### src/rtl/ndtp_pkg.sv
// ----------------------------------------------------------------------------
// ndtp_pkg - numeric date text parser package
// Shared widths, codes, parse phases and the record passed from the
// character front end to the date builder.
// ----------------------------------------------------------------------------
package ndtp_pkg;

  // field widths
  localparam int CHAR_W     = 8;
  localparam int NUM_W      = 15;
  localparam int DAY_W      = 5;
  localparam int MON_W      = 4;
  localparam int YEAR_W     = 14;
  localparam int DATE_W     = 32;
  localparam int ORDER_W    = 2;
  localparam int PIVOT_W    = 7;
  localparam int CFG_IDX_W  = 1;
  localparam int CFG_DATA_W = 7;

  // number accumulation saturates here
  localparam logic [NUM_W-1:0] NUM_SAT = 15'd32767;

  // configuration register indexes
  localparam logic [CFG_IDX_W-1:0] CFG_FIELD_ORDER   = 1'b0;
  localparam logic [CFG_IDX_W-1:0] CFG_CENTURY_PIVOT = 1'b1;

  // field order codes
  localparam logic [ORDER_W-1:0] ORD_DMY = 2'd0;
  localparam logic [ORDER_W-1:0] ORD_MDY = 2'd1;
  localparam logic [ORDER_W-1:0] ORD_YMD = 2'd2;

  // reset values of the configuration
  localparam logic [ORDER_W-1:0] ORDER_RESET = ORD_DMY;
  localparam logic [PIVOT_W-1:0] PIVOT_RESET = 7'd50;

  // year handling
  localparam logic [NUM_W-1:0] TWO_DIGIT_LIMIT = 15'd100;
  localparam logic [NUM_W-1:0] CENTURY_19     = 15'd1900;
  localparam logic [NUM_W-1:0] CENTURY_20     = 15'd2000;
  localparam logic [NUM_W-1:0] DAY_MAX        = 15'd31;
  localparam logic [NUM_W-1:0] MONTH_MAX      = 15'd12;

  // year / 100 by reciprocal: (year * 5243) >> 19, exact for 14-bit years
  localparam int               DIV100_MUL_W = 13;
  localparam logic [DIV100_MUL_W-1:0] DIV100_MUL = 13'd5243;
  localparam int               DIV100_SHIFT = 19;
  localparam int               PROD_W       = YEAR_W + DIV100_MUL_W;
  localparam int               QUOT_W       = PROD_W - DIV100_SHIFT;

  // record queue
  localparam int QDEPTH = 2;
  localparam int QPTR_W = $clog2(QDEPTH);
  localparam int QCNT_W = $clog2(QDEPTH + 1);

  // parse phases
  typedef enum logic [2:0] {
    PH_START1,
    PH_IN1,
    PH_START2,
    PH_IN2,
    PH_START3,
    PH_IN3,
    PH_DONE
  } phase_t;

  // one finished string: parse status and the three numbers
  typedef struct packed {
    logic             ok;
    logic [NUM_W-1:0] n1;
    logic [NUM_W-1:0] n2;
    logic [NUM_W-1:0] n3;
  } rec_t;

endpackage

### src/rtl/numeric_date_text_parser.sv
// Throughput: one character per cycle; the input stalls only while the record
// queue is full because the result channel is holding back.
// Path: after the last character is taken, its result passes through the queue,
// field select, year / 100 product, and leap test and packing registers to out_*.
// Reset: field order day-month-year, century pivot 50, parser cleared.
// ----------------------------------------------------------------------------
// numeric_date_text_parser - top level
// Parses a numeric date string into a packed 32-bit date with a valid flag;
// holds the field order and century pivot configuration registers.
// ----------------------------------------------------------------------------
module numeric_date_text_parser
  import ndtp_pkg::*;
(
  input  logic                  clk,
  input  logic                  rst_n,
  // input characters
  input  logic                  in_valid,
  output logic                  in_stall,
  input  logic [CHAR_W-1:0]     in_character,
  input  logic                  in_last_char,
  // results
  output logic                  out_valid,
  input  logic                  out_stall,
  output logic                  out_date_valid,
  output logic [DATE_W-1:0]     out_packed_date,
  // configuration writes
  input  logic                  cfg_valid,
  output logic                  cfg_ready,
  input  logic [CFG_IDX_W-1:0]  cfg_index,
  input  logic [CFG_DATA_W-1:0] cfg_data
);

  logic [ORDER_W-1:0] field_order_r;
  logic [PIVOT_W-1:0] century_pivot_r;
  logic               push, q_full, head_valid, pop;
  rec_t               push_rec, head;

  // configuration registers, always ready
  assign cfg_ready = 1'b1;

  always_ff @(posedge clk) begin
    if (!rst_n) begin
      field_order_r   <= ORDER_RESET;
      century_pivot_r <= PIVOT_RESET;
    end else if (cfg_valid && cfg_ready) begin
      case (cfg_index)
        CFG_FIELD_ORDER:   field_order_r   <= cfg_data[ORDER_W-1:0];
        CFG_CENTURY_PIVOT: century_pivot_r <= cfg_data[PIVOT_W-1:0];
        default: ;
      endcase
    end
  end

  // character front end
  ndtp_front u_front (
    .clk          (clk),
    .rst_n        (rst_n),
    .in_valid     (in_valid),
    .in_stall     (in_stall),
    .in_character (in_character),
    .in_last_char (in_last_char),
    .q_full       (q_full),
    .push         (push),
    .push_rec     (push_rec)
  );

  // record queue
  ndtp_queue u_queue (
    .clk        (clk),
    .rst_n      (rst_n),
    .push       (push),
    .push_rec   (push_rec),
    .full       (q_full),
    .pop        (pop),
    .head_valid (head_valid),
    .head       (head)
  );

  // date builder
  ndtp_back u_back (
    .clk             (clk),
    .rst_n           (rst_n),
    .rec_valid       (head_valid),
    .rec             (head),
    .rec_pop         (pop),
    .field_order     (field_order_r),
    .century_pivot   (century_pivot_r),
    .out_valid       (out_valid),
    .out_stall       (out_stall),
    .out_date_valid  (out_date_valid),
    .out_packed_date (out_packed_date)
  );

endmodule

### src/rtl/ndtp_front.sv
// ----------------------------------------------------------------------------
// ndtp_front - character classifier and number collector
// Takes one byte per cycle while the queue is not full, tracks the parse phase and
// accumulates the three numbers; on the last byte it pushes a record into the queue and clears.
// ----------------------------------------------------------------------------
module ndtp_front
  import ndtp_pkg::*;
(
  input  logic              clk,
  input  logic              rst_n,
  input  logic              in_valid,
  output logic              in_stall,
  input  logic [CHAR_W-1:0] in_character,
  input  logic              in_last_char,
  input  logic              q_full,
  output logic              push,
  output rec_t              push_rec
);

  phase_t           phase_r, phase_nxt;
  logic [NUM_W-1:0] n1_r, n1_nxt;
  logic [NUM_W-1:0] n2_r, n2_nxt;
  logic [NUM_W-1:0] n3_r, n3_nxt;
  logic             failed_r, failed_nxt;
  logic             accepted;
  logic             is_digit;
  logic [3:0]       digit;

  // multiply by ten and add, saturating
  function automatic logic [NUM_W-1:0] acc_digit(input logic [NUM_W-1:0] acc,
                                                 input logic [3:0]       d);
    logic [NUM_W+3:0] v;
    v = {1'b0, acc, 3'b000} + {3'b000, acc, 1'b0} + {{NUM_W{1'b0}}, d};
    acc_digit = (v > (NUM_W+4)'(NUM_SAT)) ? NUM_SAT : v[NUM_W-1:0];
  endfunction

  // stall only when the queue cannot take a record
  assign in_stall = q_full;
  assign accepted = in_valid && !q_full;
  assign is_digit = in_character inside {[8'h30:8'h39]};
  assign digit    = in_character[3:0];

  // phase and number registers
  always_ff @(posedge clk) begin
    if (!rst_n) begin
      phase_r  <= PH_START1;
      n1_r     <= '0;
      n2_r     <= '0;
      n3_r     <= '0;
      failed_r <= 1'b0;
    end else begin
      phase_r  <= phase_nxt;
      n1_r     <= n1_nxt;
      n2_r     <= n2_nxt;
      n3_r     <= n3_nxt;
      failed_r <= failed_nxt;
    end
  end

  // next phase, numbers and the record for the last byte
  always_comb begin
    phase_t           ph_upd;
    logic [NUM_W-1:0] n1_upd, n2_upd, n3_upd;
    logic             fail_upd;
    ph_upd   = phase_r;
    n1_upd   = n1_r;
    n2_upd   = n2_r;
    n3_upd   = n3_r;
    fail_upd = failed_r;
    if (accepted && !failed_r) begin
      case (phase_r)
        PH_START1: begin
          if (is_digit) begin
            n1_upd = NUM_W'(digit);
            ph_upd = PH_IN1;
          end else begin
            fail_upd = 1'b1;
          end
        end
        PH_IN1: begin
          if (is_digit) n1_upd = acc_digit(n1_r, digit);
          else          ph_upd = PH_START2;
        end
        PH_START2: begin
          if (is_digit) begin
            n2_upd = NUM_W'(digit);
            ph_upd = PH_IN2;
          end else begin
            fail_upd = 1'b1;
          end
        end
        PH_IN2: begin
          if (is_digit) n2_upd = acc_digit(n2_r, digit);
          else          ph_upd = PH_START3;
        end
        PH_START3: begin
          if (is_digit) begin
            n3_upd = NUM_W'(digit);
            ph_upd = PH_IN3;
          end else begin
            ph_upd = PH_DONE;
          end
        end
        PH_IN3: begin
          if (is_digit) n3_upd = acc_digit(n3_r, digit);
          else          ph_upd = PH_DONE;
        end
        default: ph_upd = PH_DONE;
      endcase
    end

    // record of the finished string
    push        = accepted && in_last_char;
    push_rec.ok = !fail_upd &&
                  (ph_upd == PH_START3 || ph_upd == PH_IN3 || ph_upd == PH_DONE);
    push_rec.n1 = n1_upd;
    push_rec.n2 = n2_upd;
    push_rec.n3 = n3_upd;

    // clear after the last byte
    if (push) begin
      phase_nxt  = PH_START1;
      n1_nxt     = '0;
      n2_nxt     = '0;
      n3_nxt     = '0;
      failed_nxt = 1'b0;
    end else begin
      phase_nxt  = ph_upd;
      n1_nxt     = n1_upd;
      n2_nxt     = n2_upd;
      n3_nxt     = n3_upd;
      failed_nxt = fail_upd;
    end
  end

  // a finished string leaves the parser cleared
  a_clear_after_last: assert property (@(posedge clk) disable iff (!rst_n)
    push |=> (phase_r == PH_START1) && !failed_r && (n1_r == '0) && (n2_r == '0)
             && (n3_r == '0))
    else $error("parser not cleared after last byte");

endmodule

### src/rtl/ndtp_queue.sv
// ----------------------------------------------------------------------------
// ndtp_queue - record queue between front end and date builder
// Small register queue so the parser keeps taking bytes while the builder
// or the result channel is stalled.
// ----------------------------------------------------------------------------
module ndtp_queue
  import ndtp_pkg::*;
(
  input  logic clk,
  input  logic rst_n,
  input  logic push,
  input  rec_t push_rec,
  output logic full,
  input  logic pop,
  output logic head_valid,
  output rec_t head
);

  rec_t              mem_r [QDEPTH];
  logic [QPTR_W-1:0] wr_ptr_r, wr_ptr_nxt;
  logic [QPTR_W-1:0] rd_ptr_r, rd_ptr_nxt;
  logic [QCNT_W-1:0] cnt_r, cnt_nxt;
  logic              do_push;
  logic              do_pop;

  assign full       = (cnt_r == QCNT_W'(QDEPTH));
  assign head_valid = (cnt_r != '0);
  assign head       = mem_r[rd_ptr_r];
  assign do_push    = push && !full;
  assign do_pop     = pop && head_valid;

  // pointer and fill count update
  always_comb begin
    wr_ptr_nxt = do_push ? wr_ptr_r + QPTR_W'(1) : wr_ptr_r;
    rd_ptr_nxt = do_pop  ? rd_ptr_r + QPTR_W'(1) : rd_ptr_r;
    cnt_nxt    = cnt_r;
    if (do_push && !do_pop) cnt_nxt = cnt_r + QCNT_W'(1);
    if (do_pop && !do_push) cnt_nxt = cnt_r - QCNT_W'(1);
  end

  always_ff @(posedge clk) begin
    if (!rst_n) begin
      wr_ptr_r <= '0;
      rd_ptr_r <= '0;
      cnt_r    <= '0;
    end else begin
      wr_ptr_r <= wr_ptr_nxt;
      rd_ptr_r <= rd_ptr_nxt;
      cnt_r    <= cnt_nxt;
    end
  end

  // entry storage
  always_ff @(posedge clk) begin
    if (do_push) mem_r[wr_ptr_r] <= push_rec;
  end

  // fill count stays consistent with the pointers
  a_cnt_range: assert property (@(posedge clk) disable iff (!rst_n)
    (cnt_r <= QCNT_W'(QDEPTH)) &&
    ((cnt_r == QCNT_W'(QDEPTH)) || (cnt_r == '0) || (wr_ptr_r != rd_ptr_r)))
    else $error("queue fill count out of step with pointers");

endmodule

### src/rtl/ndtp_back.sv
// ----------------------------------------------------------------------------
// ndtp_back - date builder
// Maps the three numbers to day, month and year, applies the century pivot,
// checks ranges and month length and packs the 32-bit date. Three stages:
// select and range check, year / 100 product, leap test and packing.
// ----------------------------------------------------------------------------
module ndtp_back
  import ndtp_pkg::*;
(
  input  logic               clk,
  input  logic               rst_n,
  input  logic               rec_valid,
  input  rec_t               rec,
  output logic               rec_pop,
  input  logic [ORDER_W-1:0] field_order,
  input  logic [PIVOT_W-1:0] century_pivot,
  output logic               out_valid,
  input  logic               out_stall,
  output logic               out_date_valid,
  output logic [DATE_W-1:0]  out_packed_date
);

  // stage 1 registers
  logic              s1_valid_r;
  logic              s1_ok_r;
  logic [DAY_W-1:0]  s1_day_r;
  logic [MON_W-1:0]  s1_month_r;
  logic [YEAR_W-1:0] s1_year_r;
  // stage 2 registers
  logic              s2_valid_r;
  logic              s2_ok_r;
  logic [DAY_W-1:0]  s2_day_r;
  logic [MON_W-1:0]  s2_month_r;
  logic [YEAR_W-1:0] s2_year_r;
  logic [PROD_W-1:0] s2_prod_r;
  // output registers
  logic              out_valid_r;
  logic              out_date_valid_r;
  logic [DATE_W-1:0] out_packed_r;

  logic              out_free, s2_adv, s1_adv;
  logic              s1_ok_nxt;
  logic [NUM_W-1:0]  sel_day, sel_month, sel_year, year_adj;
  logic              order_ok;
  logic [QUOT_W-1:0] quot;
  logic [YEAR_W-1:0] quot100, rem100;
  logic              leap;
  logic [DAY_W-1:0]  days_in_month;
  logic              date_ok;
  logic [DATE_W-1:0] packed_nxt;

  // month length with leap February
  function automatic logic [DAY_W-1:0] month_days(input logic [MON_W-1:0] month,
                                                  input logic             lp);
    case (month)
      4'd2:                         month_days = lp ? 5'd29 : 5'd28;
      4'd4, 4'd6, 4'd9, 4'd11:      month_days = 5'd30;
      4'd1, 4'd3, 4'd5, 4'd7, 4'd8,
      4'd10, 4'd12:                 month_days = 5'd31;
      default:                      month_days = 5'd0;
    endcase
  endfunction

  // pipeline advance
  assign out_free = !out_valid_r || !out_stall;
  assign s2_adv   = !s2_valid_r || out_free;
  assign s1_adv   = !s1_valid_r || s2_adv;
  assign rec_pop  = rec_valid && s1_adv;

  // stage 1: field selection, pivot and range checks
  always_comb begin
    order_ok  = 1'b1;
    sel_day   = rec.n1;
    sel_month = rec.n2;
    sel_year  = rec.n3;
    case (field_order)
      ORD_DMY: begin
        sel_day   = rec.n1;
        sel_month = rec.n2;
        sel_year  = rec.n3;
      end
      ORD_MDY: begin
        sel_day   = rec.n2;
        sel_month = rec.n1;
        sel_year  = rec.n3;
      end
      ORD_YMD: begin
        sel_day   = rec.n3;
        sel_month = rec.n2;
        sel_year  = rec.n1;
      end
      default: order_ok = 1'b0;
    endcase

    if (sel_year < TWO_DIGIT_LIMIT)
      year_adj = sel_year + ((sel_year >= NUM_W'(century_pivot)) ? CENTURY_19 : CENTURY_20);
    else
      year_adj = sel_year;

    s1_ok_nxt = rec.ok && (rec.n1 != '0) && (rec.n2 != '0) && order_ok &&
                (sel_day != '0) && (sel_day <= DAY_MAX) &&
                (sel_month != '0) && (sel_month <= MONTH_MAX) &&
                !year_adj[NUM_W-1];
  end

  // stage 3: leap year from year / 100, month length and packing
  always_comb begin
    quot    = s2_prod_r[PROD_W-1:DIV100_SHIFT];
    quot100 = (YEAR_W'(quot) << 6) + (YEAR_W'(quot) << 5) + (YEAR_W'(quot) << 2);
    rem100  = s2_year_r - quot100;
    leap    = (s2_year_r[1:0] == 2'b00) && ((rem100 != '0) || (quot[1:0] == 2'b00));
    days_in_month = month_days(s2_month_r, leap);
    date_ok = s2_ok_r && (s2_day_r <= days_in_month);
    if (date_ok)
      packed_nxt = {1'b1, 3'b000, s2_year_r, s2_month_r, s2_day_r, 2'b00,
                    (s2_year_r != '0), (s2_month_r != '0), (s2_day_r != '0)};
    else
      packed_nxt = '0;
  end

  // valid bits
  always_ff @(posedge clk) begin
    if (!rst_n) begin
      s1_valid_r  <= 1'b0;
      s2_valid_r  <= 1'b0;
      out_valid_r <= 1'b0;
    end else begin
      if (s1_adv)   s1_valid_r  <= rec_valid;
      if (s2_adv)   s2_valid_r  <= s1_valid_r;
      if (out_free) out_valid_r <= s2_valid_r;
    end
  end

  // payload registers
  always_ff @(posedge clk) begin
    if (s1_adv) begin
      s1_ok_r    <= s1_ok_nxt;
      s1_day_r   <= sel_day[DAY_W-1:0];
      s1_month_r <= sel_month[MON_W-1:0];
      s1_year_r  <= year_adj[YEAR_W-1:0];
    end
    if (s2_adv) begin
      s2_ok_r    <= s1_ok_r;
      s2_day_r   <= s1_day_r;
      s2_month_r <= s1_month_r;
      s2_year_r  <= s1_year_r;
      s2_prod_r  <= PROD_W'(s1_year_r) * PROD_W'(DIV100_MUL);
    end
    if (out_free) begin
      out_date_valid_r <= date_ok;
      out_packed_r     <= packed_nxt;
    end
  end

  assign out_valid       = out_valid_r;
  assign out_date_valid  = out_date_valid_r;
  assign out_packed_date = out_packed_r;

  // flag and packed word agree
  a_flag_matches: assert property (@(posedge clk) disable iff (!rst_n)
    out_valid_r |-> (out_date_valid_r == (out_packed_r != '0)))
    else $error("date_valid disagrees with packed_date");

  // a valid date carries a real month and day
  a_fields_in_range: assert property (@(posedge clk) disable iff (!rst_n)
    (out_valid_r && out_date_valid_r) |->
      (out_packed_r[13:10] != 4'd0) && (out_packed_r[13:10] <= 4'd12) &&
      (out_packed_r[9:5] != 5'd0) && out_packed_r[DATE_W-1])
    else $error("valid date with month or day out of range");

endmodule
### config.mk
export PLATFORM = sky130hd
export DESIGN_NAME = numeric_date_text_parser
export DESIGN_NICKNAME = d
export VERILOG_FILES = /design/src/rtl/ndtp_pkg.sv /design/src/rtl/numeric_date_text_parser.sv /design/src/rtl/ndtp_front.sv /design/src/rtl/ndtp_queue.sv /design/src/rtl/ndtp_back.sv
export SDC_FILE = /design/constraint.sdc
export NUM_CORES = 1
export LEC_CHECK = 0
export ABC_AREA = 1
export BUFFER_PORTS_ARGS = -buffer_cell sky130_fd_sc_hd__buf_2
export CORE_ASPECT_RATIO = 1.4
export CORE_MARGIN = 3
export CORE_UTILIZATION = 40
export DETAILED_ROUTE_END_ITERATION = 12
export GPL_TIMING_DRIVEN = 0
export HOLD_SLACK_MARGIN = 0.12
export PLACE_DENSITY = 0.64
export RECOVER_POWER = 100
export SLEW_MARGIN = 20
export SYNTH_ARGS = -nofsm -noshare
export SYNTH_HDL_FRONTEND = slang
export SYNTH_SLANG_ARGS = --single-unit
### constraint.sdc
create_clock -name clk -period 10.3 [get_ports clk]
set_clock_uncertainty 0.1 [all_clocks]
set_input_delay 0.515 -clock clk [delete_from_list [all_inputs] [get_ports clk]]
set_output_delay 0.515 -clock clk [all_outputs]
set_load 0.03 [all_outputs]
==> results.txt, run 1 <==
----------------------------------------------------
[Placement]
  Hpwl dp ... 34.6 mm
  Post-Place Cells ... 2705
  Input/output buffers ... 51
  Routability cong. ... 0.913

[Layout]
  Synth-to-layout area growth ... 9.41%
  Final Util ... 44.6%
  Number of antenna diodes ... 0
  Final cell count without fillers ... 2750
  Number of nets in the finished design ... 2499
  Share of layout cells above drive strength 1 ... 5.34%

[Worst setup path]
  WP data required ... 10.52 ns
  Start-to-end type of the worst setup path ... register to register
  WP data arrival ... 5.21 ns
  CP max FO ... 10
  Critical Path Source Type ... register
  Category of the worst setup path capture point ... register

[Yosys]
  Post-synthesis sequential area ratio ... 36.4%
  Dominant register cell in the synthesized netlist ... sky130_fd_sc_hd__edfxtp_1
  Number of enable-type register cells in the synthesized netlist ... 175
  Number of instances in the synthesized netlist ... 2089
  Top area cells in the synthesized netlist ... sky130_fd_sc_hd__edfxtp_1 29%, sky130_fd_sc_hd__ha_1 15%, sky130_fd_sc_hd__nand2_1 11%
  Post-Syn Area ... 18100 sq um
  Mean cell area of the mapped netlist ... 8.66 sq um
  Ys async rst share ... 0%
  Area leader, netlist ... sky130_fd_sc_hd__edfxtp_1
  Post-synth cell types ... 52
  Share of Yosys cell area claimed by the top area cell type ... 29.0%
  Synth Register Bits ... 241
  Synth warnings ... 0

[Run status]
  Failing checks ... capacitance limit, slew limit
  Run status ... finished with violations

[Floorplan]
  FP Rows ... 91
  Total core area ... 44400 sq um
  Die footprint ... 47800 sq um
  Die height ... 258 um
  Horizontal die dimension ... 186 um
  I/O pins ... 58
  Initial Utilization ... 40.7%

[Route]
  1st-iter DRT viols ... 651
  Metal2 WL ... 22.3 mm
  Top routing layer in use ... met4
  Met3 wire length ... 1.30 mm
  Count of nets left with antenna violations after detail routing ... 0
  First-pass iteration count of the detailed router ... 5
  Vias/cell ... 5.01
  DR DRC count ... 0
  Routed WL ... 41.5 mm
  Average wire length per cell after detail routing ... 15.1 um
  Sum of routed wire segments on met1 ... 16.6 mm
  Via count ... 13800

[Clock tree]
  Number of CTS-inserted buffers ... 25
  Maximum root-to-sink buffer count ... 3
  Post-CTS repair timing setup buffer count ... 0
  Insertion delay to the later sink of the worst-skew pair ... 0.52 ns
  CTS H-Tree Depth ... 1
  Clock tree from TritonCTS ... built
  Clock root cell ... sky130_fd_sc_hd__clkbuf_16
  Post_cts resized ... 0
  CTS clock-pin slew for the worst setup and hold paths ... 0.07 ns
  Number of buffers added to fix hold violations after cts ... 0
  Clock sink count ... 241

[GRT]
  Residual overflow from global routing ... 0
  Maximum number of pins on one net before global-route repair ... 35
  Via count of the first global-routing pass ... 14000
  Total routing resource utilization after global routing ... 17.4%
  Wire length of the first global-routing pass ... 68.2 mm
  Initial antenna violation count ... 0

[STA]
  Number of setup violations in the final report ... 0
  Worst Tran Pin Value ... 1.78 ns
  Period utilization ... 48.4%
  Max transition margin ... -19.4%
  Unrepaired setup endpoints after global routing ... false
  Hold Vio Cnt, Final ... 0
  Max Clock Freq ... 201 MHz
  Worst hold-check slack ... 0.135 ns
  Max-slew violation count ... 49
  Post-route minimum period ... 4.98 ns
  Aggregate negative setup slack ... 0 ns

[Job]
  Number of maximum-capacitance constraint violations ... 2

[Min path]
  Startpoint of the lowest-slack hold path ... cfg_data[5]
  Hold crit path type ... input port to register

----------------------------------------------------
## state kept, by name (all words and copies together) (netlist names), 5 cells and up, named ones only
signal                  count
century_pivot_r             7
u_back.s2_day_r             5
u_back.s2_prod_r            9
u_front.n2_r               15
u_back.s2_year_r           13
u_back.s1_year_r           14
u_back.out_packed_date     26
u_front.n1_r               15
u_back.s1_day_r             5
u_queue.mem_r              92
u_front.n3_r               15
## synth_stat cells (6+ instances only)
library cell and instances:
sky130_fd_sc_hd__fa_1 81, sky130_fd_sc_hd__and3_1 6, sky130_fd_sc_hd__o21ai_0 52, sky130_fd_sc_hd__ha_1 222
sky130_fd_sc_hd__edfxtp_1 175, sky130_fd_sc_hd__o211ai_1 18, sky130_fd_sc_hd__dfxtp_1 66, sky130_fd_sc_hd__nor2_1 144
sky130_fd_sc_hd__inv_1 344, sky130_fd_sc_hd__nor3_1 16, sky130_fd_sc_hd__nand3_1 60, sky130_fd_sc_hd__a21oi_1 129
sky130_fd_sc_hd__inv_2 11, sky130_fd_sc_hd__nand2_1 515, sky130_fd_sc_hd__buf_6 8, sky130_fd_sc_hd__xnor2_1 20
sky130_fd_sc_hd__nand4_1 15, sky130_fd_sc_hd__o21ai_1 23, sky130_fd_sc_hd__nor4_1 11, sky130_fd_sc_hd__mux2i_1 8
sky130_fd_sc_hd__nor2_2 7, sky130_fd_sc_hd__xor2_1 25, sky130_fd_sc_hd__buf_4 10, sky130_fd_sc_hd__clkbuf_1 16
sky130_fd_sc_hd__a31oi_1 14, sky130_fd_sc_hd__o21ai_2 28
## cell families (layout without fill, tap and decap cells)
| family | count (synthesis) | in the layout | synth area share [%] |
|---|---|---|---|
| AOI/OAI and AO/OA | 288 | 288 | 9.29 |
| xor gates and xnor gates | 45 | 45 | 2.18 |
| adders and majority gates | 303 | 303 | 24.3 |
| buffers and inverters | 395 | 494 | 8.78 |
| DFF | 241 | 241 | 36.4 |
| muxes | 8 | 8 | 0.443 |
| other | 2 | 6 | 0.0415 |
| and+or+nand+nor | 807 | 807 | 18.6 |
## final timing paths
kind,to,slack (ns),cells past startpoint
setup / recovery,u_back.s1_year_r[7]$_DFFE_PN_,5.32,23
setup reg to reg,u_back.s1_year_r[7]$_DFFE_PN_,5.32,23
hold reg to reg,u_back.s2_month_r[3]$_DFFE_PP_,0.32,0
hold / removal,century_pivot_r[5]$_SDFFE_PN1P_,0.14,3
## worst max-delay path, stage by stage, from the launching register on
cell,delay (ns)
sky130_fd_sc_hd__dfxtp_1,0.30
sky130_fd_sc_hd__clkbuf_1,0.28
sky130_fd_sc_hd__clkinvlp_2,0.35
sky130_fd_sc_hd__clkbuf_1,0.35
sky130_fd_sc_hd__nand2_1,0.16
sky130_fd_sc_hd__nand2_1,0.10
sky130_fd_sc_hd__o21ai_0,0.43
sky130_fd_sc_hd__inv_1,0.14
sky130_fd_sc_hd__ha_1,0.29
sky130_fd_sc_hd__a21boi_0,0.17
sky130_fd_sc_hd__o21a_1,0.12
sky130_fd_sc_hd__o21ai_0,0.07
sky130_fd_sc_hd__nand2_1,0.07
sky130_fd_sc_hd__a21oi_1,0.05
sky130_fd_sc_hd__o21ai_0,0.51
sky130_fd_sc_hd__inv_1,0.17
sky130_fd_sc_hd__ha_1,0.35
sky130_fd_sc_hd__nand2_1,0.09
sky130_fd_sc_hd__nand3_1,0.09
sky130_fd_sc_hd__nand2_1,0.09
sky130_fd_sc_hd__nand2_1,0.08
sky130_fd_sc_hd__nand2_1,0.08
sky130_fd_sc_hd__inv_1,0.05
sky130_fd_sc_hd__o31ai_1,0.27
## per-layer routing
| metal | track usage [%] | vias to the layer above |
|---|---|---|
| met3 | 1.31 | 78 |
| li1 | - | 7019 |
| met4 | 5.09 | 0 |
| met1 | 19.9 | 6415 |
| met2 | 34.1 | 257 |
| met5 | 0 | - |
## final cells by class
class / count / area, sq um
timing repair buffer: 54 / 228
sequential: 241 / 6580
clock buffer: 29 / 661
clock inverter: 16 / 236
buffer: 38 / 206
tap: 558 / 698
multi-input combinational: 1457 / 9850
inverter: 357 / 1340
fill: 4318 / 24600
## cell usage in the layout (no fill, tap or decap), drive strengths merged, types with 36 or more instances in the layout
cell type	netlist	layout
buf	22	36
inv	356	357
fa	81	81
nand2	520	520
nand3	62	62
nor2	155	155
a21oi	129	129
dfxtp	66	66
ha	222	222
o21ai	103	103
clkbuf	16	85
edfxtp	175	175
## through the flow
stage / setup WS [ns] / cell area (sq um)
detailed placement: 5.32 / 19200
global placement: 5.39 / 19100
floorplan: 5.89 / 18100
finish: 5.32 / 19800
global route: 4.72 / 19800
CTS: 5.31 / 20000
Power of run 1 is left out: the tool's default activity adds up to more than one toggle a clock period on the data nets, which glitch-free logic cannot reach.
==> run 2, diff against run 1 <==
--- a/config.mk
+++ b/config.mk
@@ -5,7 +5,7 @@
 export SDC_FILE = /design/constraint.sdc
 export NUM_CORES = 1
 export LEC_CHECK = 0
-export ABC_AREA = 1
+export ABC_AREA = 0
 export BUFFER_PORTS_ARGS = -buffer_cell sky130_fd_sc_hd__buf_2
 export CORE_ASPECT_RATIO = 1.4
 export CORE_MARGIN = 3
==> constraint.sdc (replaced) <==
create_clock -name clk -period 5.15 [get_ports clk]
set_clock_uncertainty 0.1 [all_clocks]
set_input_delay 0.2575 -clock clk [delete_from_list [all_inputs] [get_ports clk]]
set_output_delay 0.2575 -clock clk [all_outputs]
set_load 0.03 [all_outputs]
==> results.txt, run 2 <==
----------------------------------------------------
[Run status]
  Run status ... finished clean

[Clock tree]
  Maximum root-to-sink buffer count ... 3
  Number of CTS-inserted buffers ... 25
  Clock root cell ... sky130_fd_sc_hd__clkbuf_16
  Clock sink count ... 241
  CTS clock-pin slew for the worst setup and hold paths ... 0.06 ns
  Insertion delay to the later sink of the worst-skew pair ... 0.54 ns
  Clock tree from TritonCTS ... built
  CTS H-Tree Depth ... 1

[Worst setup path]
  Reg2reg end ... u_back.s2_prod_r[25]$_DFFE_PP_
  Reg2Reg Launch Point ... u_back.s1_year_r[9]$_DFFE_PN_
  CP Cell Sequence ... buf_6, buf_4, fa_1, ha_4, fa_1, fa_1, fa_2, ha_4, nand4_1, a21oi_2, a2111oi_4, o31ai_4, a221oi_4, o211ai_1, buf_4, xor2_1
  Critical Path Source Type ... register
  Dominant cell type by count on the critical path ... sky130_fd_sc_hd__fa_1
  Number of buffer and inverter instances along the worst setup path ... 3
  WP data required ... 5.33 ns
  CP max-delay cell ... sky130_fd_sc_hd__fa_2
  Flop2flop setup slack ... 0.03 ns
  Crit path max-delay family ... adder cells
  Largest stage delay on the critical path ... 0.58 ns
  Start-to-end type of the worst setup path ... register to register
  WP data arrival ... 5.30 ns
  Worst-case reg-to-reg path depth ... 16
  Category of the worst setup path capture point ... register
  CP max FO ... 4

[Floorplan]
  Horizontal die dimension ... 180 um
  Die height ... 249 um
  Die footprint ... 44900 sq um
  Total core area ... 41500 sq um
  FP Rows ... 88
  I/O pins ... 58
  Initial Utilization ... 40.8%

[Min path]
  Hold Path Stages ... 2
  Startpoint of the lowest-slack hold path ... rst_n
  End point of the worst hold path ... u_back.s1_valid_r$_SDFFE_PN0N_
  Hold crit path type ... input port to register

[STA]
  Hold Vio Cnt, Final ... 0
  Unrepaired setup endpoints after global routing ... true
  Number of setup violations in the final report ... 0
  Max Clock Freq ... 195 MHz
  Max-slew violation count ... 0
  Period utilization ... 99.4%
  Worst Tran Pin Value ... 1.02 ns
  Worst hold-check slack ... 0.130 ns
  Max transition margin ... 32.0%
  Post-route minimum period ... 5.12 ns

[Layout]
  Number of antenna diodes ... 0
  Synth-to-layout area growth ... 15.9%
  Commonest non-fill, non-tap cell in the layout ... sky130_fd_sc_hd__ha_1
  Top library cells by usage in the layout, fill and taps aside ... 213 x sky130_fd_sc_hd__ha_1, 175 x sky130_fd_sc_hd__edfxtp_1, 168 x sky130_fd_sc_hd__inv_1
  Final Util ... 47.3%
  Max reg flops ... 92
  Number of nets in the finished design ... 2043
  Register with the most flip-flops ... u_queue.mem_r
  Share of layout cells above drive strength 1 ... 14.8%

[Yosys]
  Number of enable-type register cells in the synthesized netlist ... 175
  Synth warnings ... 0
  Ys async rst share ... 0%
  Share of Yosys cell area claimed by the top area cell type ... 31.0%
  Post-Syn Area ... 16900 sq um
  Area leader, netlist ... sky130_fd_sc_hd__edfxtp_1
  Top post-synthesis cells by count ... 222 x sky130_fd_sc_hd__ha_1, 177 x sky130_fd_sc_hd__inv_1, 175 x sky130_fd_sc_hd__edfxtp_1
  Dominant register cell in the synthesized netlist ... sky130_fd_sc_hd__edfxtp_1
  Top-count cell post-synth ... sky130_fd_sc_hd__ha_1
  Number of instances in the synthesized netlist ... 1559
  Mean cell area of the mapped netlist ... 10.9 sq um
  Post-synthesis sequential area ratio ... 38.8%
  Top area cells in the synthesized netlist ... sky130_fd_sc_hd__edfxtp_1 31%, sky130_fd_sc_hd__ha_1 16%, sky130_fd_sc_hd__fa_1 9.6%
  Post-synth cell types ... 82
  Synth Register Bits ... 241

[GRT]
  Wire length of the first global-routing pass ... 63.3 mm
  Via count of the first global-routing pass ... 12400
  Maximum number of pins on one net before global-route repair ... 33
  Total routing resource utilization after global routing ... 17.0%
  Residual overflow from global routing ... 0
  Initial antenna violation count ... 0

[Route]
  Sum of routed wire segments on met1 ... 15.4 mm
  1st-iter DRT viols ... 622
  Via count ... 12200
  Met3 wire length ... 1.18 mm
  Average wire length per cell after detail routing ... 17.2 um
  First-pass iteration count of the detailed router ... 5
  DR DRC count ... 0
  Top routing layer in use ... met4
  Vias/cell ... 5.34
  Count of nets left with antenna violations after detail routing ... 0
  Metal2 WL ... 21.1 mm
  Routed WL ... 39.3 mm

[Job]
  Number of maximum-capacitance constraint violations ... 0

[Placement]
  Input/output buffers ... 50
  Hpwl dp ... 30.8 mm
  Routability cong. ... 0.881

----------------------------------------------------
==> run 2: worst max-delay path by stage <==
stage,to,slack [ns],from,cells past startpoint
4_1_cts,u_back.s2_prod_r[26]$_DFFE_PP_,-0.05,u_back.s1_year_r[10]$_DFFE_PN_,17
2_1_floorplan,u_back.s2_prod_r[26]$_DFFE_PP_,0.04,u_back.s1_year_r[8]$_DFFE_PN_,18
3_3_place_gp,u_back.s2_prod_r[26]$_DFFE_PP_,-0.66,u_back.s1_year_r[8]$_DFFE_PN_,18
6_report,u_back.s2_prod_r[25]$_DFFE_PP_,0.03,u_back.s1_year_r[9]$_DFFE_PN_,16
5_1_grt,u_back.s2_prod_r[26]$_DFFE_PP_,-0.15,u_back.s1_year_r[12]$_DFFE_PN_,16
3_5_place_dp,u_back.s2_prod_r[26]$_DFFE_PP_,-0.76,u_back.s1_year_r[8]$_DFFE_PN_,18
==> run 2: kinds of logic after synthesis <==
logic type | after synthesis | synth area share, %
buf+inv | 225 | 5.45
other cells | 2 | 0.0444
fa+ha+maj | 303 | 26.0
simple gates | 387 | 11.7
mux | 38 | 3.44
xor+xnor | 46 | 2.38
flops | 241 | 38.8
compound gates | 317 | 12.2
==> run 2: timing repair <==
action                                  CTS  global route
hold endpoints to repair                 19             0
resized for setup                        18            35
endpoints found under the setup margin   10            15
hold buffers                             20             0
gates cloned                              0             0
pin swaps                                17            50
buffers inserted                         16            40
==> run 2: final cells by class <==
class / count / area, sq um
clock buffers: 34 / 679
well taps: 540 / 676
inverters: 179 / 676
repair buffers: 128 / 922
multi-input cells: 1097 / 9680
fillers: 3720 / 21900
clock inverters: 12 / 156
flip-flops and latches: 241 / 6580
plain buffers: 46 / 258
==> run 2: stage by stage <==
| step | instances | instance area [sq um] | setup WS (ns) | TNS, ns |
|---|---|---|---|---|
| 2_1_floorplan | 1563 | 17000 | 0.0391 | 0 |
| 6_report | 2277 | 19600 | 0.0300 | 0 |
| 3_3_place_gp | 2153 | 17900 | -0.655 | -3.18 |
| 5_1_grt | 2277 | 19600 | -0.147 | -0.364 |
| 3_5_place_dp | 2155 | 17900 | -0.762 | -4.27 |
| 4_1_cts | 2237 | 19200 | -0.0457 | -0.0457 |
==> run 2: per-layer routing <==
layer	up-vias	global-route usage (%)
met5	-	0
met4	0	5.82
met3	88	1.56
met2	258	33.0
met1	5883	19.2
li1	5925	-
Power of run 2 is left out for the same reason.
